**src/design/euler_to_quaternion_core_assert.svh**
```systemverilog
// Assertion macros used by the euler to quaternion design
`ifndef EULER_TO_QUATERNION_CORE_ASSERT_SVH
`define EULER_TO_QUATERNION_CORE_ASSERT_SVH

// Same-cycle implication, ignored while in reset
`define E2Q_ASSERT_IMPL(name, ante, cons) \
  name: assert property (@(posedge clk) disable iff (!rst_n) (ante) |-> (cons)) \
    else $error("e2q assertion failed");

// Next-cycle implication, checked through reset
`define E2Q_ASSERT_NEXT(name, ante, cons) \
  name: assert property (@(posedge clk) (ante) |=> (cons)) \
    else $error("e2q assertion failed");

`endif

```
**src/design/e2q_pkg.sv**
```systemverilog
// Types, constants and tables for the euler to quaternion pipeline
package e2q_pkg;

  localparam int ANGLE_WIDTH_DEF = 16;
  localparam int QUAT_WIDTH_DEF  = 16;

  localparam int ZFRAC        = 20;
  localparam int CORDIC_STEPS = 20;
  localparam int CORDIC_LAT   = CORDIC_STEPS + 2;
  localparam int XY_W         = 32;
  localparam int Z_W          = 24;
  localparam int CS_W         = 18;
  localparam int CS_SHIFT     = 12;
  localparam int PAIR_W       = 2 * CS_W;
  localparam int TRIP_W       = 3 * CS_W;
  localparam int Q_W          = 27;
  localparam int Q_SHIFT      = 24;
  localparam int SUM_W        = 54;
  localparam int ROOT_W       = SUM_W / 2;
  localparam int COMB_LAT     = 5;

  localparam logic signed [Z_W-1:0]  HALF_PI_Z = 24'sd1647099;
  localparam logic signed [Z_W-1:0]  PI_Z      = 24'sd3294199;
  localparam logic signed [XY_W-1:0] CORDIC_X0 = 32'sd163008219;

  typedef logic signed [Q_W-1:0] comp_t;

  typedef struct packed {
    logic signed [CS_W-1:0] c;
    logic signed [CS_W-1:0] s;
  } sincos_t;

  typedef struct packed {
    comp_t z;
    comp_t y;
    comp_t x;
    comp_t w;
  } quat_t;

  // Arctangent of 2^-idx in Q.20
  function automatic logic signed [Z_W-1:0] atan_q20(input int idx);
    logic signed [Z_W-1:0] a;
    case (idx)
      0:       a = 24'sd823550;
      1:       a = 24'sd486170;
      2:       a = 24'sd256879;
      3:       a = 24'sd130396;
      4:       a = 24'sd65451;
      5:       a = 24'sd32757;
      6:       a = 24'sd16383;
      7:       a = 24'sd8192;
      8:       a = 24'sd4096;
      9:       a = 24'sd2048;
      10:      a = 24'sd1024;
      11:      a = 24'sd512;
      12:      a = 24'sd256;
      13:      a = 24'sd128;
      14:      a = 24'sd64;
      15:      a = 24'sd32;
      16:      a = 24'sd16;
      17:      a = 24'sd8;
      18:      a = 24'sd4;
      19:      a = 24'sd2;
      default: a = '0;
    endcase
    return a;
  endfunction

endpackage

```
**src/design/e2q_div_lane.sv**
```systemverilog
// Pipelined restoring divider for one component: round(mag * 2^F / norm)
module e2q_div_lane #(
  parameter int QUAT_WIDTH = e2q_pkg::QUAT_WIDTH_DEF
) (
  input  logic                       clk,
  input  logic                       en,
  input  logic [e2q_pkg::Q_W-1:0]    mag,
  input  logic                       neg,
  input  logic [e2q_pkg::ROOT_W-1:0] divisor,
  output logic [QUAT_WIDTH-2:0]      quo,
  output logic                       out_neg
);
  import e2q_pkg::*;

  localparam int F     = QUAT_WIDTH - 2;
  localparam int QB    = F + 1;
  localparam int NUM_W = Q_W + F + 1;

  logic [NUM_W-1:0]  rem_r [0:F-1];
  logic [ROOT_W-1:0] n_r   [0:F-1];
  logic [QB-1:0]     quo_r [0:F];
  logic              neg_r [0:F];

  for (genvar k = 0; k <= F; k++) begin : g_step
    logic [NUM_W-1:0]  rem_cur, trial;
    logic [ROOT_W-1:0] n_cur;
    logic [QB-1:0]     quo_cur;
    logic              neg_cur, take;

    if (k == 0) begin : g_first
      // add half the divisor up front for round half away from zero
      assign rem_cur = (NUM_W'(mag) << F) + NUM_W'(divisor >> 1);
      assign n_cur   = divisor;
      assign quo_cur = '0;
      assign neg_cur = neg;
    end else begin : g_rest
      assign rem_cur = rem_r[k-1];
      assign n_cur   = n_r[k-1];
      assign quo_cur = quo_r[k-1];
      assign neg_cur = neg_r[k-1];
    end

    assign trial = NUM_W'(n_cur) << (F - k);
    assign take  = rem_cur >= trial;

    always_ff @(posedge clk) begin
      if (en) begin
        neg_r[k] <= neg_cur;
        quo_r[k] <= take ? (quo_cur | (QB'(1) << (F - k))) : quo_cur;
      end
    end

    if (k < F) begin : g_carry
      always_ff @(posedge clk) begin
        if (en) begin
          n_r[k]   <= n_cur;
          rem_r[k] <= take ? rem_cur - trial : rem_cur;
        end
      end
    end
  end

  assign quo     = quo_r[F];
  assign out_neg = neg_r[F];

endmodule

```
**config.mk**
```make
export PLATFORM = sky130hd
export DESIGN_NAME = e2q_div_lane
export DESIGN_NICKNAME = d
export VERILOG_FILES = /design/src/design/euler_to_quaternion_core_assert.svh /design/src/design/e2q_pkg.sv /design/src/design/e2q_div_lane.sv
export SDC_FILE = /design/constraint.sdc
export NUM_CORES = 2
export LEC_CHECK = 0
export BUFFER_PORTS_ARGS = -buffer_cell sky130_fd_sc_hd__buf_2
export CAP_MARGIN = 5
export CORE_ASPECT_RATIO = 0.8
export CORE_MARGIN = 5
export CORE_UTILIZATION = 65
export DETAILED_ROUTE_END_ITERATION = 10
export PLACE_DENSITY_LB_ADDON = 0.25
export SYNTH_ARGS = -nofsm -noshare
export SYNTH_HDL_FRONTEND = slang
export SYNTH_SLANG_ARGS = --single-unit
export TNS_END_PERCENT = 20
```
**constraint.sdc**
```tcl
create_clock -name clk -period 6.8 [get_ports clk]
set_input_delay 0.68 -clock clk [delete_from_list [all_inputs] [get_ports clk]]
set_output_delay 0.68 -clock clk [all_outputs]
set_load 0.02 [all_outputs]
```
==> impl_metrics.ini <==
[status]
outcome = complete, no violations

[routing]
wire_per_inst_um = 20.80
firstDrtPassIters = 6
wl_um = 139500
drtIter0Drc = 5406
drtAntennaViolNets = 0
drc_errors = 0
vias = 41540
avgViaCountPerCell = 6.191

[place]
gp_congestion = 0.9415
hpwl_um = 105000
dpl_worst_slack_ns = 0.9050
dp.cells = 6525
portBuffers = 72

[grt]
grtUsageMet2_pct = 37.91
use_met3_pct = 9.547
busiest_layer = met1
grt_pass1_vias = 38590
grt_max_degree = 194
grt_usage_pct = 29.00
gr-total-overflow = 0
antenna_found_initial = 4
grt_pass1_wl_um = 219300
met1_usage_pct = 47.00

[cts]
cts_buffers = 100
cts_root_buf = clkbuf_16
post-cts-setup-buffer-count = 0
clock_path_buffers = 3
cts_resized = 0
cts.reportedPaths.clkPinSlew_ns = 0.07
cts_tree = yes
htree_levels = 3
hold_buffers = 0
worstSkewPairLatency_ns = 0.69
cts.sinks = 996

[synth]
synth_fp_nets = 5822
synth_top_cell_area_share_pct = 51.59
syn_area_um2 = 57980
synth_edf_count = 996
synth_cell_type_count = 96
synth_ff_type = edfxtp_1
synth-warning-count = 0
syn_inst = 5333
async_flop_share_pct = 0
yosys-top-cells-area = edfxtp_1 (52%), ha_1 (9.0%), xnor2_1 (3.9%)
yosysSeqAreaShare_pct = 51.59
synth_area_leader_cell = edfxtp_1
ys_ff_latch = 996
synth_area_per_cell_um2 = 10.87

[die]
core_area_um2 = 88900
die-height_um = 277.1
start_util_pct = 65.22
die-area_um2 = 95310
die_x_um = 343.9
pin_count = 73
row_count = 98

[sta]
max_slew_margin_pct = 21.03
slew_viol_final = 0
fmax_ghz = 0.1861
skew_ns = 0.04555
fin_crit_sh_pct = 79.01
holdWs_ns = 0.1953
finalSetupViolCount = 0
hold_violations = 0
setup_slack_ns = 1.427
period_minus_slack_ns = 5.373
rsz0062_at_grt = no
tns_ns = 0
worstMarginPinSlew_ns = 1.176

[final_layout]
drive_above_1_share_pct = 7.388
final_cells = 6710
syn2layout_area_growth_pct = 8.660
layout.nets = 5916

[worst_setup_path]
reg2regPathDepth = 12
ff2ff_setup_slack_ns = 2.07
crit_arrival_ns = 5.81
cp.required_ns = 7.23
r2r_end = rem_r[0][141]
crit_type = input pin to register
end_kind = register
start_kind = input pin
cp-startpoint = divisor[15]
cp-endpoint = rem_r[0][39]
crit_fanout = 38
reg2reg_from = n_r[0][56]

[min_path]
hold_path.class = input pin to register
min-delay-start = divisor[16]

[power]
p_total_mw = 26.75
peakVddDrop_mv = 0.2544
leakage_nw = 25.32
power_density_nw_per_um2 = 424.7

[job]
maxCapViolations = 0
stage by stage:
step / util [%] / area, um2
4_1_cts: 70.87 / 63000
6_report: 70.87 / 63000
2_1_floorplan: - / 57980
5_1_grt: 70.87 / 63000
3_5_place_dp: 67.20 / 59740
3_3_place_gp: 67.20 / 59740
synth_stat cells (49+ instances only):
cell,number
nand4_1,73
edfxtp_1,996
nor2b_1,66
xnor2_1,261
nand3_1,103
nor3_1,92
inv_1,513
ha_1,417
nand2b_1,75
a21oi_1,435
nor4_1,49
xor2_1,179
nor2_1,350
a21o_1,199
mux2_2,75
o21ai_0,346
nand2_1,417
clkbuf_1,75
area by class of cell:
type | count | area [um2]
clock inverter | 69 | 696.9
antenna | 1 | 2.502
fill | 6298 | 25900
multi-input combinational | 3717 | 25760
inverter | 514 | 1929
tap | 1200 | 1501
clock buffer | 115 | 2559
sequential | 996 | 29910
timing repair buffer | 98 | 640.6
worst max-delay path, stage by stage:
cell       delay (ns)
buf_2            0.12
ha_1             0.20
inv_1            0.07
fa_1             0.20
nor2b_1          0.05
o21ai_0          0.26
a21oi_1          0.18
o41ai_1          0.56
a211oi_1         0.18
or2_2            0.36
nor2_1           0.27
ha_1             0.33
nand2_1          0.16
nor2_1           0.11
nand4bb_1        0.14
o211ai_2         0.17
a211o_1          0.37
a211oi_2         0.38
o211ai_2         0.15
a21boi_2         0.23
buf_12           0.22
inv_2            0.11
mux2_4           0.30
cells by family (layout without fill, tap and decap cells):
kind of cell             Yosys count  in the layout  share of synthesized area (%)
AO/OA/AOI/OAI                   1354           1354                          14.66
XOR/XNOR                         440            440                          6.647
other                              0              1                              0
adder cells (fa/ha/maj)          432            432                          9.517
multiplexers                      86             86                          1.707
flip-flops                       996            996                          51.59
buffers and inverters            620            796                          4.122
AND/OR/NAND/NOR                 1405           1405                          11.76
metal layers:
layer | part of all wire (%) | vias up
li1 | - | 19700
met1 | 47 | 19690
met2 | 39 | 1965
met3 | 13 | 178
met4 | 1.8 | 4
met5 | 0.019 | -
cells in the final DEF (no fill, tap or decap), types with 48 or more instances in the layout:
cell type / n
edfxtp_1: 996
inv_1: 513
a21oi_1: 434
nand2_1: 417
ha_1: 417
nor2_1: 350
o21ai_0: 346
xnor2_1: 261
a21o_1: 199
xor2_1: 179
nand3_1: 103
clkbuf_16: 100
nor3_1: 92
nand2b_1: 75
mux2_2: 75
nand4_1: 73
buf_2: 71
nor2b_1: 65
o21bai_1: 48
power by group:
| part | switching, mW | internal (mW) |
|---|---|---|
| registers | 1.08 | 8.96 |
| logic | 6.49 | 4.71 |
| clock network | 2.45 | 3.07 |
| total | 10.0 | 16.7 |
how the worst min path moves through the flow:
stage | slack, ns | cells after the start | endpoint
floorplan | 0.40 | 0 | neg_r[0][1]
global placement | 0.40 | 0 | quo_r[1][80]
detailed placement | 0.40 | 0 | neg_r[5][1]
CTS | 0.16 | 1 | n_r[0][16]
global route | 0.17 | 1 | neg_r[0][0]
finish | 0.20 | 1 | n_r[0][16]
state kept, by name, indices dropped and copies added (netlist names):
register / flops
neg_r: 15
quo_r: 120
n_r: 378
rem_r: 483
Power figures use the tool's default switching activity.
