## config.mk

```make
export PLATFORM = sky130hd
export DESIGN_NAME = e2q_cordic
export DESIGN_NICKNAME = d
export VERILOG_FILES = /design/src/design/euler_to_quaternion_core_assert.svh /design/src/design/e2q_pkg.sv /design/src/design/e2q_cordic.sv
export SDC_FILE = /design/constraint.sdc
export NUM_CORES = 2
export LEC_CHECK = 0
export BUFFER_PORTS_ARGS = -buffer_cell sky130_fd_sc_hd__buf_4
export CORE_ASPECT_RATIO = 1.5
export CORE_UTILIZATION = 50
export CTS_BUF_LIST = sky130_fd_sc_hd__clkbuf_16
export CTS_CLUSTER_DIAMETER = 150
export CTS_CLUSTER_SIZE = 30
export DETAILED_ROUTE_END_ITERATION = 8
export GPL_ROUTABILITY_DRIVEN = 0
export HOLD_SLACK_MARGIN = 0.05
export PLACE_DENSITY = 0.65
export SYNTH_ARGS = -nofsm -noshare
export SYNTH_HDL_FRONTEND = slang
export SYNTH_SLANG_ARGS = --single-unit
```

## constraint.sdc

```tcl
create_clock -name clk -period 17.57 [get_ports clk]
set_input_delay 3.514 -clock clk [delete_from_list [all_inputs] [get_ports clk]]
set_output_delay 3.514 -clock clk [all_outputs]
set_load 0.05 [all_outputs]
```

## src/design/euler_to_quaternion_core_assert.svh

```systemverilog
// Assertion macros used by the euler to quaternion design
`ifndef EULER_TO_QUATERNION_CORE_ASSERT_SVH
`define EULER_TO_QUATERNION_CORE_ASSERT_SVH

// Same-cycle implication, ignored while in reset
`define E2Q_ASSERT_IMPL(name, ante, cons) \
  name: assert property (@(posedge clk) disable iff (!rst_n) (ante) |-> (cons)) \
    else $error("e2q assertion failed");

// Next-cycle implication, checked through reset
`define E2Q_ASSERT_NEXT(name, ante, cons) \
  name: assert property (@(posedge clk) (ante) |=> (cons)) \
    else $error("e2q assertion failed");

`endif

```

## src/design/e2q_pkg.sv

```systemverilog
// Types, constants and tables for the euler to quaternion pipeline
package e2q_pkg;

  localparam int ANGLE_WIDTH_DEF = 16;
  localparam int QUAT_WIDTH_DEF  = 16;

  localparam int ZFRAC        = 20;
  localparam int CORDIC_STEPS = 20;
  localparam int CORDIC_LAT   = CORDIC_STEPS + 2;
  localparam int XY_W         = 32;
  localparam int Z_W          = 24;
  localparam int CS_W         = 18;
  localparam int CS_SHIFT     = 12;
  localparam int PAIR_W       = 2 * CS_W;
  localparam int TRIP_W       = 3 * CS_W;
  localparam int Q_W          = 27;
  localparam int Q_SHIFT      = 24;
  localparam int SUM_W        = 54;
  localparam int ROOT_W       = SUM_W / 2;
  localparam int COMB_LAT     = 5;

  localparam logic signed [Z_W-1:0]  HALF_PI_Z = 24'sd1647099;
  localparam logic signed [Z_W-1:0]  PI_Z      = 24'sd3294199;
  localparam logic signed [XY_W-1:0] CORDIC_X0 = 32'sd163008219;

  typedef logic signed [Q_W-1:0] comp_t;

  typedef struct packed {
    logic signed [CS_W-1:0] c;
    logic signed [CS_W-1:0] s;
  } sincos_t;

  typedef struct packed {
    comp_t z;
    comp_t y;
    comp_t x;
    comp_t w;
  } quat_t;

  // Arctangent of 2^-idx in Q.20
  function automatic logic signed [Z_W-1:0] atan_q20(input int idx);
    logic signed [Z_W-1:0] a;
    case (idx)
      0:       a = 24'sd823550;
      1:       a = 24'sd486170;
      2:       a = 24'sd256879;
      3:       a = 24'sd130396;
      4:       a = 24'sd65451;
      5:       a = 24'sd32757;
      6:       a = 24'sd16383;
      7:       a = 24'sd8192;
      8:       a = 24'sd4096;
      9:       a = 24'sd2048;
      10:      a = 24'sd1024;
      11:      a = 24'sd512;
      12:      a = 24'sd256;
      13:      a = 24'sd128;
      14:      a = 24'sd64;
      15:      a = 24'sd32;
      16:      a = 24'sd16;
      17:      a = 24'sd8;
      18:      a = 24'sd4;
      19:      a = 24'sd2;
      default: a = '0;
    endcase
    return a;
  endfunction

endpackage

```

## src/design/e2q_cordic.sv

```systemverilog
// Pipelined rotation-mode CORDIC: half-angle sine and cosine, one stage per step
module e2q_cordic #(
  parameter int ANGLE_WIDTH = e2q_pkg::ANGLE_WIDTH_DEF
) (
  input  logic                          clk,
  input  logic                          en,
  input  logic signed [ANGLE_WIDTH-1:0] angle,
  output e2q_pkg::sincos_t              sc
);
  import e2q_pkg::*;

  localparam int FRAC   = ANGLE_WIDTH - 2;
  localparam int WIDE_W = ANGLE_WIDTH + ZFRAC;
  localparam logic signed [XY_W-1:0] RND = XY_W'(1) <<< (CS_SHIFT - 1);

  logic signed [WIDE_W-1:0] wide;
  logic signed [Z_W-1:0]    z_in;

  logic signed [Z_W-1:0]  z_r    [0:CORDIC_STEPS];
  logic signed [XY_W-1:0] x_r    [0:CORDIC_STEPS];
  logic signed [XY_W-1:0] y_r    [0:CORDIC_STEPS];
  logic                   flip_r [0:CORDIC_STEPS];

  logic signed [XY_W-1:0] xf, yf, xq, yq;
  sincos_t                sc_r;

  // Half angle in Q.20, floored where the source has more fraction bits
  assign wide = (WIDE_W'(angle) <<< ZFRAC) >>> FRAC;
  assign z_in = wide[Z_W-1:0];

  // Fold into +-pi/2
  always_ff @(posedge clk) begin
    if (en) begin
      x_r[0] <= CORDIC_X0;
      y_r[0] <= '0;
      if (z_in > HALF_PI_Z) begin
        z_r[0]    <= z_in - PI_Z;
        flip_r[0] <= 1'b1;
      end else if (z_in < -HALF_PI_Z) begin
        z_r[0]    <= z_in + PI_Z;
        flip_r[0] <= 1'b1;
      end else begin
        z_r[0]    <= z_in;
        flip_r[0] <= 1'b0;
      end
    end
  end

  for (genvar i = 0; i < CORDIC_STEPS; i++) begin : g_step
    always_ff @(posedge clk) begin
      if (en) begin
        flip_r[i+1] <= flip_r[i];
        if (!z_r[i][Z_W-1]) begin
          x_r[i+1] <= x_r[i] - (y_r[i] >>> i);
          y_r[i+1] <= y_r[i] + (x_r[i] >>> i);
          z_r[i+1] <= z_r[i] - atan_q20(i);
        end else begin
          x_r[i+1] <= x_r[i] + (y_r[i] >>> i);
          y_r[i+1] <= y_r[i] - (x_r[i] >>> i);
          z_r[i+1] <= z_r[i] + atan_q20(i);
        end
      end
    end
  end

  // Undo the fold, then round Q.28 down to Q.16
  always_comb begin
    xf = flip_r[CORDIC_STEPS] ? -x_r[CORDIC_STEPS] : x_r[CORDIC_STEPS];
    yf = flip_r[CORDIC_STEPS] ? -y_r[CORDIC_STEPS] : y_r[CORDIC_STEPS];
    xq = (xf + RND) >>> CS_SHIFT;
    yq = (yf + RND) >>> CS_SHIFT;
  end

  always_ff @(posedge clk) begin
    if (en) begin
      sc_r.c <= xq[CS_W-1:0];
      sc_r.s <= yq[CS_W-1:0];
    end
  end

  assign sc = sc_r;

endmodule

```

==> results.yml <==
worst_setup_path:
  end_kind: "flip-flop"
  critPathRequiredTime_ps: 18040
  cp-start-kind: "input pin"
  worst_path_dominant_cell_family: "compound AO/OA/AOI/OAI gates"
  critPathBufInv: 6
  crit_path_frequent_cell: "o31a_1"
  crit_chain: "buf_16 > buf_12 > buf_4 > and2_1 > buf_4 > inv_1 > buf_4 > nand2_1 > o21ai_0 > fa_1 > a211oi_1 > o31a_1 > a211oi_1 > o31a_1 > and4_1 > o31a_1 > o31a_1 > a221o_1 > a21o_1 > a21oi_1 > xnor2_1"
  worst-setup-path-type: "in -> reg"
  critPathSlowestCell: "buf_4"
  critPathMaxFanout: 100
  critPathArrivalTime_ps: 9700
  cp_slowest_stage_delay_ps: 710
yosys:
  synth_seq_area_share_pct: 36.6
  netlist_top_cells_count: "1692 x edfxtp_1, 1629 x ha_1, 1423 x a21oi_1"
  synth_area_leaders: "edfxtp_1 37%, ha_1 15%, xnor2_1 8.5%"
  ys_warnings: 0
  synth_area_um2: 139000
  synth.lib_cells_used.distinct: 97
  yosysTopAreaCell: "edfxtp_1"
  ys_seq_elements: 1692
  synth_enable_flop_cells: 1692
  most_common_cell_in_the_synthesized_netlist: "edfxtp_1"
  syn_inst: 14200
  post-synth-top-area-fraction_pct: 36.6
  synth-main-ff-cell: "edfxtp_1"
  synth-async-reset-ratio_pct: 0
  synth.avg_cell_area_um2: 9.77
floorplanning:
  core_area_um2: 276000
  die-width_um: 432
  io_pins: 54
  design.die.area_um2: 280000
  initial_core_util_pct: 50.3
  row_count: 236
  die_h_um: 647
timing:
  drv_slew: 0
  whs_ps: 414
  max_freq_mhz: 108
  post-route-min-period_ps: 9240
  clock_skew_ps: 31.5
  hold_viol_final: 0
  report.final.setup_viol: 0
  period_share_pct: 52.6
  worst_pin_slew_ps: 1280
  unrepaired_setup_endpoints_after_global_routing: "false"
  slew-limit-headroom_pct: 14.2
  fin_setup_tns_ps: 0
cells_and_area:
  drive_gt1_share_pct: 2.67
  nFillCells: 25300
  layout.nets: 15900
  multi_input_area_um2: 85000
  area.growth.synth_to_final_pct: 4.66
  design_area_um2: 145000
  ff_latch_area_um2: 50800
  post_layout_nonfiller_instances: 17900
global_routing:
  grt_first_pass_wirelength_mm: 544
  first_global_vias: 102000
  maximum_number_of_pins_on_one_net_before_global_route_repair: 161
  grt.total_usage_pct: 24.1
  gr-total-overflow: 0
  grt_antenna_before_repair: 3
routing:
  wl_mm: 345
  drc: 0
  postRouteAntennaNets: 0
  dr.pass1.iters: 6
  via_per_inst: 5.86
  detailedRoute.firstIterationViolations: 6664
  routed_wire_length_per_instance_um: 19.3
  num_vias: 105000
clocking:
  htree_num_levels: 3
  cts_setup_buffers: 0
  tritoncts: "yes"
  clock_net_sink_count: 1692
  clock_tree.buffer_depth: 3
  post_cts_resized: 0
  hold_buffers: 0
  clkSlewWorstSetupHoldPaths_ps: 120
  cts_root_buf: "clkbuf_16"
  clkLatencyLatePin_ps: 760
  cts_buffers: 66
status:
  outcome: "complete, no violations"
run:
  max_cap_violations: 0
placement:
  placed_area_um2: 143000
  port_buffers: 53
  detailed_place_hpwl_mm: 275
  place_inst: 17800
min_path:
  min-delay-path-class: "reg -> reg"
==> cell usage in the layout, fill, tap and decap left out, types with 55 or more instances in the layout <==
master / count
o41ai_1: 71
or2_2: 55
o31ai_1: 123
o21a_1: 252
nor2b_1: 206
edfxtp_1: 1692
a31oi_1: 130
a21o_1: 622
clkbuf_16: 67
nand3_1: 242
nor4_1: 98
buf_4: 114
and3_1: 102
nor2_1: 1115
xor2_1: 720
nand2b_1: 195
nand2_1: 831
nand4_1: 109
inv_1: 555
fa_1: 57
xnor2_1: 1339
a21oi_1: 1423
o21bai_1: 185
o21ai_0: 762
mux2i_1: 59
or3_1: 113
and2_1: 73
a211oi_1: 106
nor3_1: 327
ha_1: 1629
==> logic make-up after synthesis <==
kind of cell,count (synthesis),share of synthesized area (%)
multiplexers,101,0.766
buffers and inverters,806,2.19
AO/OA/AOI/OAI,4207,19.2
other,2,0.00541
XOR/XNOR,2059,13.0
adder cells (fa/ha/maj),1688,15.5
flip-flops,1692,36.6
AND/OR/NAND/NOR,3651,12.7
==> stage by stage <==
step / worst slack [ps] / util [%]
floorplan: 9430 / -
global placement: 7560 / 52.0
detailed placement: 7540 / 52.0
CTS: 8330 / 52.7
global route: 7830 / 52.7
finish: 8330 / 52.7
==> worst paths after layout <==
path | to | start | slack, ps | cells after the start
hold / removal | flip_r[2][1] | flip_r[2][0] | 410 | 0
hold reg to reg | flip_r[2][1] | flip_r[2][0] | 410 | 0
setup reg to reg | x_r[1][221] | z_r[1][143] | 11560 | 18
setup / recovery | x_r[1][156] | en | 8330 | 21
==> registers in the layout, indices dropped and copies added (netlist names) <==
signal	flops
x_r	599
z_r	429
y_r	607
sc	36
flip_r	21
==> worst reg2reg max path: cells and delay by family (launching register included) <==
kind	cells	cell delay, ps
flip-flops	1	430
adder cells (fa/ha/maj)	1	330
AO/OA/AOI/OAI	9	2900
XOR/XNOR	2	310
buffers and inverters	4	1530
AND/OR/NAND/NOR	2	260
==> per-layer routing <==
metal | wire [µm] | share of wire [%] | GRT usage, %
met1 | 134000 | 39 | 26.2
met2 | 186000 | 54 | 47.3
met3 | 8670 | 2.5 | 1.65
met4 | 15700 | 4.6 | 10.3
met5 | 20 | 0.0058 | 0
==> layout make-up <==
| class | count | share of cell area [%] |
|---|---|---|
| clock inverters | 6 | 0.0620 |
| diodes | 4 | 0.00689 |
| inverters | 564 | 1.46 |
| repair buffers | 119 | 0.663 |
| multi-input cells | 11700 | 58.5 |
| well taps | 3689 | 3.18 |
| flip-flops and latches | 1692 | 35.0 |
| clock buffers | 67 | 1.15 |
Power is not shown: default switching activity piles up to over one toggle a cycle in this logic, so the estimate is an artifact.
